**config.mk**
```make
export PLATFORM = sky130hd
export DESIGN_NAME = idle_connection_timeout_list
export DESIGN_NICKNAME = d
export VERILOG_FILES = /design/src/rtl/ictl_pkg.sv /design/src/rtl/ictl_ram.sv /design/src/rtl/idle_connection_timeout_list.sv
export SDC_FILE = /design/constraint.sdc
export NUM_CORES = 2
export LEC_CHECK = 0
export BUFFER_PORTS_ARGS = -buffer_cell sky130_fd_sc_hd__clkbuf_2
export CAP_MARGIN = 20
export CORE_ASPECT_RATIO = 0.9
export CORE_MARGIN = 2
export CORE_UTILIZATION = 45
export DETAILED_ROUTE_END_ITERATION = 6
export SYNTH_ARGS = -nofsm -noshare
export SYNTH_HDL_FRONTEND = slang
export SYNTH_SLANG_ARGS = --single-unit
```
**constraint.sdc**
```tcl
create_clock -name clk -period 10.8 [get_ports clk]
set_clock_uncertainty 0.2 [all_clocks]
set_input_delay 0.54 -clock clk [delete_from_list [all_inputs] [get_ports clk]]
set_output_delay 0.54 -clock clk [all_outputs]
set_load 0.05 [all_outputs]
```
**src/rtl/ictl_pkg.sv**
```systemverilog
package ictl_pkg;

  localparam int CONN_W    = 6;
  localparam int EVT_W     = 32;
  localparam int LIMIT_W   = 32;
  localparam int S_TDATA_W = 40;  // conn_id, event_time, zero pad
  localparam int S_TUSER_W = 2;   // cmd
  localparam int M_TDATA_W = 8;   // conn_id_out, zero pad

  localparam logic [LIMIT_W-1:0] LIMIT_RESET = 32'd10;

  typedef enum logic [1:0] {
    CMD_OPEN     = 2'd0,
    CMD_CLOSE    = 2'd1,
    CMD_ACTIVITY = 2'd2,
    CMD_TICK     = 2'd3
  } cmd_t;

endpackage

```
**src/rtl/ictl_ram.sv**
```systemverilog
module ictl_ram #(
  parameter int WIDTH = 8,
  parameter int DEPTH = 64
) (
  input  logic                     clk,
  input  logic                     we,
  input  logic [$clog2(DEPTH)-1:0] waddr,
  input  logic [WIDTH-1:0]         wdata,
  input  logic                     re,
  input  logic [$clog2(DEPTH)-1:0] raddr,
  output logic [WIDTH-1:0]         rdata
);

  logic [WIDTH-1:0] mem [DEPTH];

  always_ff @(posedge clk) begin
    if (we) begin
      mem[waddr] <= wdata;
    end
    if (re) begin
      rdata <= mem[raddr];
    end
  end

endmodule

```
**src/rtl/idle_connection_timeout_list.sv**
```systemverilog
// Channel   Dir  Handshake                      Payload
// s_axis    in   s_axis_tvalid / s_axis_tready  tdata: conn_id, event_time; tuser: cmd
// m_axis    out  m_axis_tvalid / m_axis_tready  tdata: conn_id_out; tlast: last
// cfg       in   cfg_valid / cfg_ready          cfg_data: idle_limit
//
// Open and close run in ST_EXEC; activity also runs ST_APPEND (unlink, then
// append at the tail). Tick: an empty list leaves the block idle, else the
// walk follows the next links through the next-link RAM, one registered read per entry.
// Ignored commands (bad slot, open of a listed slot, etc.) keep the block idle.
// Each shutdown beat is held one entry back so tlast can be set; a full
// output register stalls the walk. Reset is synchronous; the RAMs are not cleared.
module idle_connection_timeout_list #(
  parameter int MAX_CONN  = 64,
  parameter int TIME_BITS = 32
) (
  input  logic                           clk,
  input  logic                           rst,
  input  logic                           s_axis_tvalid,
  output logic                           s_axis_tready,
  input  logic [ictl_pkg::S_TDATA_W-1:0] s_axis_tdata,  // [5:0] conn_id, [37:6] event_time
  input  logic [ictl_pkg::S_TUSER_W-1:0] s_axis_tuser,  // [1:0] cmd
  output logic                           m_axis_tvalid,
  input  logic                           m_axis_tready,
  output logic [ictl_pkg::M_TDATA_W-1:0] m_axis_tdata,  // [5:0] conn_id_out
  output logic                           m_axis_tlast,
  input  logic                           cfg_valid,
  output logic                           cfg_ready,
  input  logic [ictl_pkg::LIMIT_W-1:0]   cfg_data
);

  import ictl_pkg::*;

  localparam int LW    = $clog2(MAX_CONN);
  localparam int CW    = $clog2(MAX_CONN + 1);
  localparam int CMP_W = (TIME_BITS > LIMIT_W) ? TIME_BITS : LIMIT_W;

  typedef enum logic [2:0] {
    ST_IDLE,
    ST_EXEC,
    ST_APPEND,
    ST_WALK,
    ST_FLUSH
  } state_t;

  function automatic logic [LW-1:0] link_ix(input logic [LW-1:0] v);
    return (int'(v) < MAX_CONN) ? v : '0;
  endfunction

  state_t               state;
  cmd_t                 cmd_r;
  logic [LW-1:0]        id_r;
  logic [TIME_BITS-1:0] now_r;
  logic [LIMIT_W-1:0]   idle_limit;
  logic [MAX_CONN-1:0]  listed;
  logic [LW-1:0]        head;
  logic [LW-1:0]        tail;
  logic [CW-1:0]        count;
  logic [LW-1:0]        cur;
  logic [CW-1:0]        remaining;
  logic                 pend_valid;
  logic [LW-1:0]        pend_id;
  logic                 out_valid;
  logic [CONN_W-1:0]    out_id;
  logic                 out_last;

  // input fields
  cmd_t              in_cmd;
  logic [CONN_W-1:0] in_conn_id;
  logic [EVT_W-1:0]  in_time;
  logic              in_fire;
  logic              in_id_ok;
  logic [LW-1:0]     in_id;

  assign in_cmd     = cmd_t'(s_axis_tuser);
  assign in_conn_id = s_axis_tdata[CONN_W-1:0];
  assign in_time    = s_axis_tdata[CONN_W +: EVT_W];
  assign in_fire    = s_axis_tvalid && s_axis_tready;
  assign in_id_ok   = {1'b0, in_conn_id} < (CONN_W + 1)'(MAX_CONN);
  assign in_id      = LW'(in_conn_id);

  // RAM ports
  logic                 rd_en;
  logic [LW-1:0]        rd_addr;
  logic [TIME_BITS-1:0] rd_time;
  logic [LW-1:0]        rd_next;
  logic [LW-1:0]        rd_prev;
  logic                 time_we;
  logic [LW-1:0]        time_waddr;
  logic                 next_we;
  logic [LW-1:0]        next_waddr;
  logic [LW-1:0]        next_wdata;
  logic                 prev_we;
  logic [LW-1:0]        prev_waddr;
  logic [LW-1:0]        prev_wdata;

  ictl_ram #(.WIDTH(TIME_BITS), .DEPTH(MAX_CONN)) u_time_ram (
    .clk(clk), .we(time_we), .waddr(time_waddr), .wdata(now_r),
    .re(rd_en), .raddr(rd_addr), .rdata(rd_time)
  );

  ictl_ram #(.WIDTH(LW), .DEPTH(MAX_CONN)) u_next_ram (
    .clk(clk), .we(next_we), .waddr(next_waddr), .wdata(next_wdata),
    .re(rd_en), .raddr(rd_addr), .rdata(rd_next)
  );

  ictl_ram #(.WIDTH(LW), .DEPTH(MAX_CONN)) u_prev_ram (
    .clk(clk), .we(prev_we), .waddr(prev_waddr), .wdata(prev_wdata),
    .re(rd_en), .raddr(rd_addr), .rdata(rd_prev)
  );

  // unlink neighbors from the slot's links
  logic [LW-1:0] nx;
  logic [LW-1:0] pv;
  assign nx = link_ix(rd_next);
  assign pv = link_ix(rd_prev);

  // walk evaluation
  logic [TIME_BITS-1:0] age;
  logic                 age_neg;
  logic                 expired;
  logic                 stop;
  logic                 can_push;
  logic                 step_go;
  logic                 walk_end;
  logic                 out_push;

  assign age      = now_r - rd_time;
  assign age_neg  = age[TIME_BITS-1];
  assign expired  = !age_neg && (CMP_W'(age) > CMP_W'(idle_limit));
  assign stop     = !age_neg && !expired;
  assign can_push = !out_valid || m_axis_tready;
  assign step_go  = !(expired && pend_valid && !can_push);
  assign walk_end = stop || (remaining == CW'(1));
  assign out_push = ((state == ST_WALK) && step_go && expired && pend_valid) ||
                    ((state == ST_FLUSH) && pend_valid && can_push);

  always_comb begin
    rd_en      = 1'b0;
    rd_addr    = '0;
    time_we    = 1'b0;
    time_waddr = id_r;
    next_we    = 1'b0;
    next_waddr = tail;
    next_wdata = id_r;
    prev_we    = 1'b0;
    prev_waddr = id_r;
    prev_wdata = tail;
    unique case (state)
      ST_IDLE: begin
        if (in_fire) begin
          if (in_cmd == CMD_TICK) begin
            rd_en   = 1'b1;
            rd_addr = link_ix(head);
          end else begin
            rd_en   = in_id_ok;
            rd_addr = in_id;
          end
        end
      end
      ST_EXEC: begin
        time_we = (cmd_r != CMD_CLOSE);
        if (cmd_r == CMD_OPEN) begin
          next_we = (count != '0);
          prev_we = (count != '0);
        end else begin
          next_we    = (id_r != head);
          next_waddr = pv;
          next_wdata = nx;
          prev_we    = (id_r != tail);
          prev_waddr = nx;
          prev_wdata = pv;
        end
      end
      ST_APPEND: begin
        next_we = (count != '0);
        prev_we = (count != '0);
      end
      ST_WALK: begin
        if (step_go) begin
          time_we    = age_neg;
          time_waddr = cur;
          if (!walk_end) begin
            rd_en   = 1'b1;
            rd_addr = link_ix(rd_next);
          end
        end
      end
      ST_FLUSH: begin
      end
      default: begin
      end
    endcase
  end

  always_ff @(posedge clk) begin
    if (rst) begin
      state      <= ST_IDLE;
      idle_limit <= LIMIT_RESET;
      listed     <= '0;
      head       <= '0;
      tail       <= '0;
      count      <= '0;
      pend_valid <= 1'b0;
      out_valid  <= 1'b0;
    end else begin
      if (cfg_valid) begin
        idle_limit <= cfg_data;
      end
      if (out_push) begin
        out_valid <= 1'b1;
      end else if (m_axis_tready) begin
        out_valid <= 1'b0;
      end
      unique case (state)
        ST_IDLE: begin
          if (in_fire) begin
            cmd_r <= in_cmd;
            id_r  <= in_id;
            now_r <= TIME_BITS'(in_time);
            if (in_cmd == CMD_TICK) begin
              if (count != '0) begin
                cur        <= link_ix(head);
                remaining  <= count;
                pend_valid <= 1'b0;
                state      <= ST_WALK;
              end
            end else if (in_id_ok && ((in_cmd == CMD_OPEN) != listed[in_id])) begin
              state <= ST_EXEC;
            end
          end
        end
        ST_EXEC: begin
          if (cmd_r == CMD_OPEN) begin
            if (count == '0) begin
              head <= id_r;
            end
            tail         <= id_r;
            listed[id_r] <= 1'b1;
            count        <= count + CW'(1);
            state        <= ST_IDLE;
          end else begin
            if (id_r == head) begin
              head <= nx;
            end
            if (id_r == tail) begin
              tail <= pv;
            end
            listed[id_r] <= 1'b0;
            count        <= count - CW'(1);
            state        <= (cmd_r == CMD_ACTIVITY) ? ST_APPEND : ST_IDLE;
          end
        end
        ST_APPEND: begin
          if (count == '0) begin
            head <= id_r;
          end
          tail         <= id_r;
          listed[id_r] <= 1'b1;
          count        <= count + CW'(1);
          state        <= ST_IDLE;
        end
        ST_WALK: begin
          if (step_go) begin
            if (expired) begin
              if (pend_valid) begin
                out_id    <= CONN_W'(pend_id);
                out_last  <= 1'b0;
              end
              pend_id    <= cur;
              pend_valid <= 1'b1;
            end
            if (walk_end) begin
              state <= ST_FLUSH;
            end else begin
              cur       <= link_ix(rd_next);
              remaining <= remaining - CW'(1);
            end
          end
        end
        ST_FLUSH: begin
          if (!pend_valid) begin
            state <= ST_IDLE;
          end else if (can_push) begin
            out_id     <= CONN_W'(pend_id);
            out_last   <= 1'b1;
            pend_valid <= 1'b0;
            state      <= ST_IDLE;
          end
        end
        default: begin
          state <= ST_IDLE;
        end
      endcase
    end
  end

  assign s_axis_tready = (state == ST_IDLE);
  assign cfg_ready     = 1'b1;
  assign m_axis_tvalid = out_valid;
  assign m_axis_tdata  = M_TDATA_W'(out_id);
  assign m_axis_tlast  = out_last;

  a_count_range: assert property (@(posedge clk) disable iff (rst)
    int'(count) <= MAX_CONN)
    else $error("list count beyond slot count");

  a_count_listed: assert property (@(posedge clk) disable iff (rst)
    $countones(listed) == int'(count))
    else $error("list count disagrees with listed slots");

  a_pend_in_walk: assert property (@(posedge clk) disable iff (rst)
    pend_valid |-> (state == ST_WALK || state == ST_FLUSH))
    else $error("pending shutdown left outside a tick walk");

  a_walk_remaining: assert property (@(posedge clk) disable iff (rst)
    (state == ST_WALK) |-> (remaining != '0))
    else $error("walk running with no entries left");

  a_push_while_full: assert property (@(posedge clk) disable iff (rst)
    (out_valid && !m_axis_tready) |=> $stable(out_id) && $stable(out_last))
    else $error("held shutdown beat overwritten");

endmodule
```
Word-level counts from Yosys, hierarchy flattened --
Memory sizes are Yosys's and may differ from the RTL's. A register that Yosys moved wholly into a read port is not among the register bits. Cells that the tools add are included.
Operators by class: add/sub/neg operators 4, order comparisons 4, equal/unequal tests 28, muxes and demuxes 87, bitwise operators 5, reduce and logical (&&, ||, !) cells 37
Operator list (count):
- $mux 6 | 25
- $pmux 64 s2 | 1
- $and 64x64->64 | 1
- $mux 64 | 1
- $not 64->64 | 1
- $or 64x64->64 | 1
- $pmux 6 s2 | 5
- $mux 7 | 6
- $gt 32x32->1 | 1
- $sub 32x32->32 | 1
- $mux 1 | 28
- $pmux 7 s2 | 2
- $mux 3 | 8
- $lt 6x7->1 const B | 2
- $ne 2x2->1 const B | 7
- $reduce_and 7->1 | 2
- $sub 7x1->7 const B | 2
- $eq 6x6->1 | 2
- $ne 6x6->1 | 2
- $pmux 3 s4 | 1
- $reduce_and 6->1 | 2
- $logic_and 1x1->1 | 11
- $pmux 1 s2 | 5
- $ne 3x3->1 const B | 3
- other kinds (27) | 45
Word-level totals: bits in registers 186, memory bits (writable) 2816, input port bits 79, memories 3
Memory list:
- u_time_ram.mem | depth 64, bits a word 32, rd ports 1, clocked after memory_dff 1, wr ports 1, RTL line ictl_ram.sv:14 | logic [WIDTH-1:0] mem [DEPTH];
- u_next_ram.mem | depth 64, bits a word 6, rd ports 1, clocked after memory_dff 1, wr ports 1, RTL line ictl_ram.sv:14
- u_prev_ram.mem | depth 64, bits a word 6, rd ports 1, clocked after memory_dff 1, wr ports 1, RTL line ictl_ram.sv:14

Logic depth before layout (Yosys ltp) --
word-level depth 11, gate-level depth with buffers 34

Hierarchy --
A second synthesis with hierarchy kept.
Second synthesis, totals: cell total of the unflattened synthesis 5938, area total of the unflattened synthesis 120180.3 um^2
Modules (own cells, without submodules):
- ictl_ram (u_time_ram) | times used 1, cells an instance 3324, area each 78835.6 um^2, seq. area each 62459.9 um^2
- ictl_ram (u_prev_ram) | times used 1, cells an instance 720, area each 15285.9 um^2, seq. area each 11711.2 um^2
- ictl_ram (u_next_ram) | times used 1, cells an instance 729, area each 15265.9 um^2, seq. area each 11711.2 um^2
- idle_connection_timeout_list | times used 1, cells an instance 1165, area each 10792.9 um^2, seq. area each 4384.2 um^2

Worst setup path after synthesis --
No wires, ideal clock.
path type register to register, start register now_r[0], end memory u_time_ram.mem[39][0] in the netlist's numbering (enable), arrival time 7.917 ns, slack 2.262 ns, cell stages (with the launch flop) 30, path buffers 2, period minus slack after synthesis 8.538 ns, cells stage by stage edfxtp_1 -> inv_1 -> ha_1 -> inv_1 -> fa_1 -> a21o_1 -> a21oi_1 -> o21ai_0 -> a21oi_1 -> o21ai_0 -> nor4_1 -> or4_1 -> a31oi_1 -> a31oi_1 -> o21ai_0 -> o21ai_0 -> xnor2_1 -> ha_1 -> nand4_1 -> or4_1 -> nor4_2 -> nor3_1 -> a21oi_2 -> nor2_1 -> a21oi_1 -> buf_2 -> a31oi_1 -> or3_1 -> clkbuf_1 -> nor2_1
Between the ends: cells in the longest elaborated chain, start to end 9, elaborated cells on any way between the ends 12, classes of those cells add/sub: 1; order compare: 1; mux: 6; reduce/logical: 4
Ends and longest elaborated chain:
- start: declaration | RTL line idle_connection_timeout_list.sv:52 | logic [TIME_BITS-1:0] now_r;
- start signal: assignment | RTL line idle_connection_timeout_list.sv:219 | now_r <= TIME_BITS'(in_time);
- $sub 32x32->32 * | RTL line idle_connection_timeout_list.sv:127 | assign age = now_r - rd_time;
- $gt 32x32->1 / $logic_not 1->1 (equally long branches) | RTL line idle_connection_timeout_list.sv:129 | assign expired = !age_neg && (CMP_W'(age) > CMP_W'(idle_limit));
- $logic_and 1x1->1 | RTL line idle_connection_timeout_list.sv:129
- $logic_and 1x1->1 (2 in series) | RTL line idle_connection_timeout_list.sv:132 | assign step_go = !(expired && pend_valid && !can_push);
- $mux 1 | RTL line idle_connection_timeout_list.sv:179 | if (step_go) begin
- $pmux 1 s2 | RTL line idle_connection_timeout_list.sv:148 | unique case (state)
- $mux 1 | RTL line ictl_ram.sv:17 | if (we) begin
- $mux 1 (implied by the code) | RTL line ictl_ram.sv:18 | mem[waddr] <= wdata;
- end: declaration | RTL line ictl_ram.sv:14
Every way passes the cells marked *; elsewhere a longest branch is shown, timed or not.

Worst setup path after layout --
start register now_r[0], end memory u_time_ram.mem[8][12] in the netlist's numbering (enable)
The elaborated chain is that of the path after synthesis.

==> results.toml <==
[timing]
slew_headroom_pct = 11.4
setup_tns_ps = 0
worst_pin_slew_ps = 1320
worst_slack_ps = 880
report.final.setup_viol = 0
timing.hold.ws_ps = 99.3
timing.final.crit_share_pct = 91.9
final_count_of_hold_timing_violations = 0
final_period_minus_worst_setup_slack_ps = 9920
maxSlewViolCount = 0
max_freq_mhz = 101
rsz0062_at_grt = "no"

[place]
post_place_setup_slack_ps = 1040
detailedPlacementHpwl_um = 199000
port_buffers = 85
routabilityCongestion = 0.915

[cells_and_area]
areaGrowthSynthToFinish_pct = 13.7
final_common_cell = "edfxtp_1"
most_frequent_cells_in_the_layout = "edfxtp_1, nand2_1, nand3_1, mux2i_1, clkbuf_16"
post_route_cells_drive_above_1_share_pct = 10.3
finish.utilization_pct = 51.5
nNetsFinal = 9255

[outcome]
run_status = "complete, but fails checks"
violations_in_the_final_reports = "DRC"

[clocking]
worstSkewPairLatency_ps = 960
numClockSinks = 3046
htreeDepth = 5
post_cts.resized_instances = 0
root_buffer = "clkbuf_16"
cts.reportedPaths.clkPinSlew_ps = 60
tritoncts = "built"
cts_made_buffers = 324
clk_path_buf_depth = 4

[global_routing]
antenna_violations_before_repair = 13
top_usage_layer = "met2"
number_of_global_route_vias_before_repair = 73600
globalRouteOverflowTotal = 0
use_met2_pct = 38.3
grt_max_degree = 117
grt_first_pass_wirelength_um = 507000
grtUsageMet3_pct = 4.55
met1_usage_pct = 36.3
grt.total_usage_pct = 24.9

[setup_path]
cpLargestDelayFamily = "simple AND/OR/NAND/NOR gates"
critical_path_buf_inv_count = 3
timing.critical_path.to_type = "flip-flop"
worst_ep_arrival_time_ps = 10290
critical_path_required_ps = 11170
crit_type = "flip-flop to flip-flop"
cpMostUsedCell = "a21oi_1"
cp-start-kind = "flip-flop"
r2r_cells = 29
critical_path.max_stage_delay_ps = 680
critical_path_peak_fanout = 23
slowest_stage = "nor2_4"
worst-r2r-setup-slack_ps = 880
critical_path_depth = 29

[floorplanning]
core_area_mm2 = 0.270
die-area_mm2 = 0.276
initial_core_util_pct = 45.2
io_pins = 91
row_count = 181
die_span_in_x_um = 554
die_y_um = 499

[routing]
route.final.wire_length_um = 352000
route.detailed.wl_per_inst_um = 27.2
drcViolationCount = 1
first_pass_iters = 7
first_iter_violations = 10500
detail-route-antenna-nets = 0
vias_per_cell = 5.98
via_count = 77300

[synthesis]
netlist_top_cells_area = "edfxtp_1, nand2_1, mux2i_1"
yosys.cell_types.count = 74
synth_seq_area_share_pct = 73.8
synth_compound_gate_area_share_pct = 7.54
synth_seq_cells = 3046
synth_simple_gate_area_share_pct = 11.7
edff_count_synth = 2926
syn_area_mm2 = 0.122
combinational_family_with_the_most_area_after_synthesis = "simple AND/OR/NAND/NOR gates"
ys_async_sr_fraction_pct = 0
synthXorXnorAreaFrac_pct = 0.387
synth_area_leader_cell = "edfxtp_1"
postSynth.topFlopCell = "edfxtp_1"
synth_mux_area_share_pct = 3.52
area_share_of_fa_ha_maj_cells_after_synthesis_pct = 0.702
synth_area_per_cell_um2 = 13.7
share_of_the_synthesized_area_in_the_top_cell_type_pct = 71.8
syn_inst = 8904
synth_warnings = 0

[pwr]
max-vdd-ir-drop_mv = 0.153
p_leak_nw = 47.0
power_w = 0.0272
power_density_mw_per_mm2 = 196

[run]
maximum_capacitance_violations = 0

[min_path]
worst_hold_path.num_cells = 2
worst_hold_path_type = "input port to flip-flop"
## power breakdown
part / switching, W / internal (W) / total, W
registers: 0.000102 / 0.0132 / 0.0133
logic: 0.00222 / 0.000920 / 0.00314
clock network: 0.00445 / 0.00634 / 0.0108
## logic make-up after synthesis
logic type,count (synthesis)
DFF,3046
other,2
and+or+nand+nor,3390
muxes,401
adders and majority gates,68
buffers and inverters,673
xor gates and xnor gates,54
AOI/OAI and AO/OA,1270
## cells in the mapped netlist (all sizes together), types with 18 or more instances
master  instances
a21boi         51
a311oi        116
a31oi         212
nor3           18
a32oi         288
mux4           21
nand2b         20
edfxtp       2926
nand3         632
buf           263
nor2          324
nand2        2133
mux2i         356
clkbuf        315
nor4           62
dfxtp         120
a32o           22
a21oi         162
a211oi        163
nand4          34
and3           98
o21ai         145
inv            94
xnor2          37
mux2           24
ha             67
## registers in the layout, summed over array words and instances (netlist names), named ones only
signal	count
tail	6
m_axis_tvalid	1
out_id	6
now_r	32
u_time_ram.mem	2048
remaining	7
u_prev_ram.rdata	6
pend_valid	1
cur	6
m_axis_tlast	1
u_time_ram.rdata	32
count	7
state	3
id_r	6
cmd_r	2
u_next_ram.mem	384
head	6
u_next_ram.rdata	6
u_prev_ram.mem	384
pend_id	6
idle_limit	32
## layer usage
layer / wire (um) / part of all wire, % / vias up
met1: 148000 / 42 / 38800
met5: 0 / 0 / -
met2: 159000 / 45 / 3999
met3: 34400 / 9.8 / 521
li1: - / - / 34000
met4: 9650 / 2.7 / 0
## path summary, 6_finish.rpt
check | start | endpoint
worst min register to register | pend_id[4] | out_id[4]
worst min-delay path | s_axis_tdata[36] | now_r[30]
worst max-delay path | now_r[0] | u_time_ram.mem[8][12]
worst max register to register | now_r[0] | u_time_ram.mem[8][12]
## worst reg2reg max path, delay by kind of cell, from the launching register on
family	cells	cell delay [ps]
AO/OA/AOI/OAI	11	2800
flip-flops	1	410
XOR/XNOR	1	90
multiplexers	1	600
buffers and inverters	3	760
AND/OR/NAND/NOR	10	3690
adder cells (fa/ha/maj)	3	950
## stage by stage
| stage | area [um^2] | std cells |
|---|---|---|
| 4_1_cts | 139000 | 12900 |
| 3_3_place_gp | 128000 | 12200 |
| 5_1_grt | 139000 | 12900 |
| 6_report | 139000 | 12900 |
| 3_5_place_dp | 128000 | 12300 |
| 2_1_floorplan | 122000 | 8905 |
## cell type report
type	instances	area [um^2]
clock buffers	390	8490
flip-flops and latches	3046	90300
multi-input cells	5186	29900
clock inverters	171	1640
well taps	3568	4460
diodes	7	17.5
inverters	95	357
fillers	22300	131000
repair buffers	455	4040
## what timing repair did
item                                   in CTS  in global routing
setup buffers                               0                  0
endpoints found under the hold margin      76                  0
hold buffers                               95                  0
No activity file was read; power rests on OpenSTA's default activity.
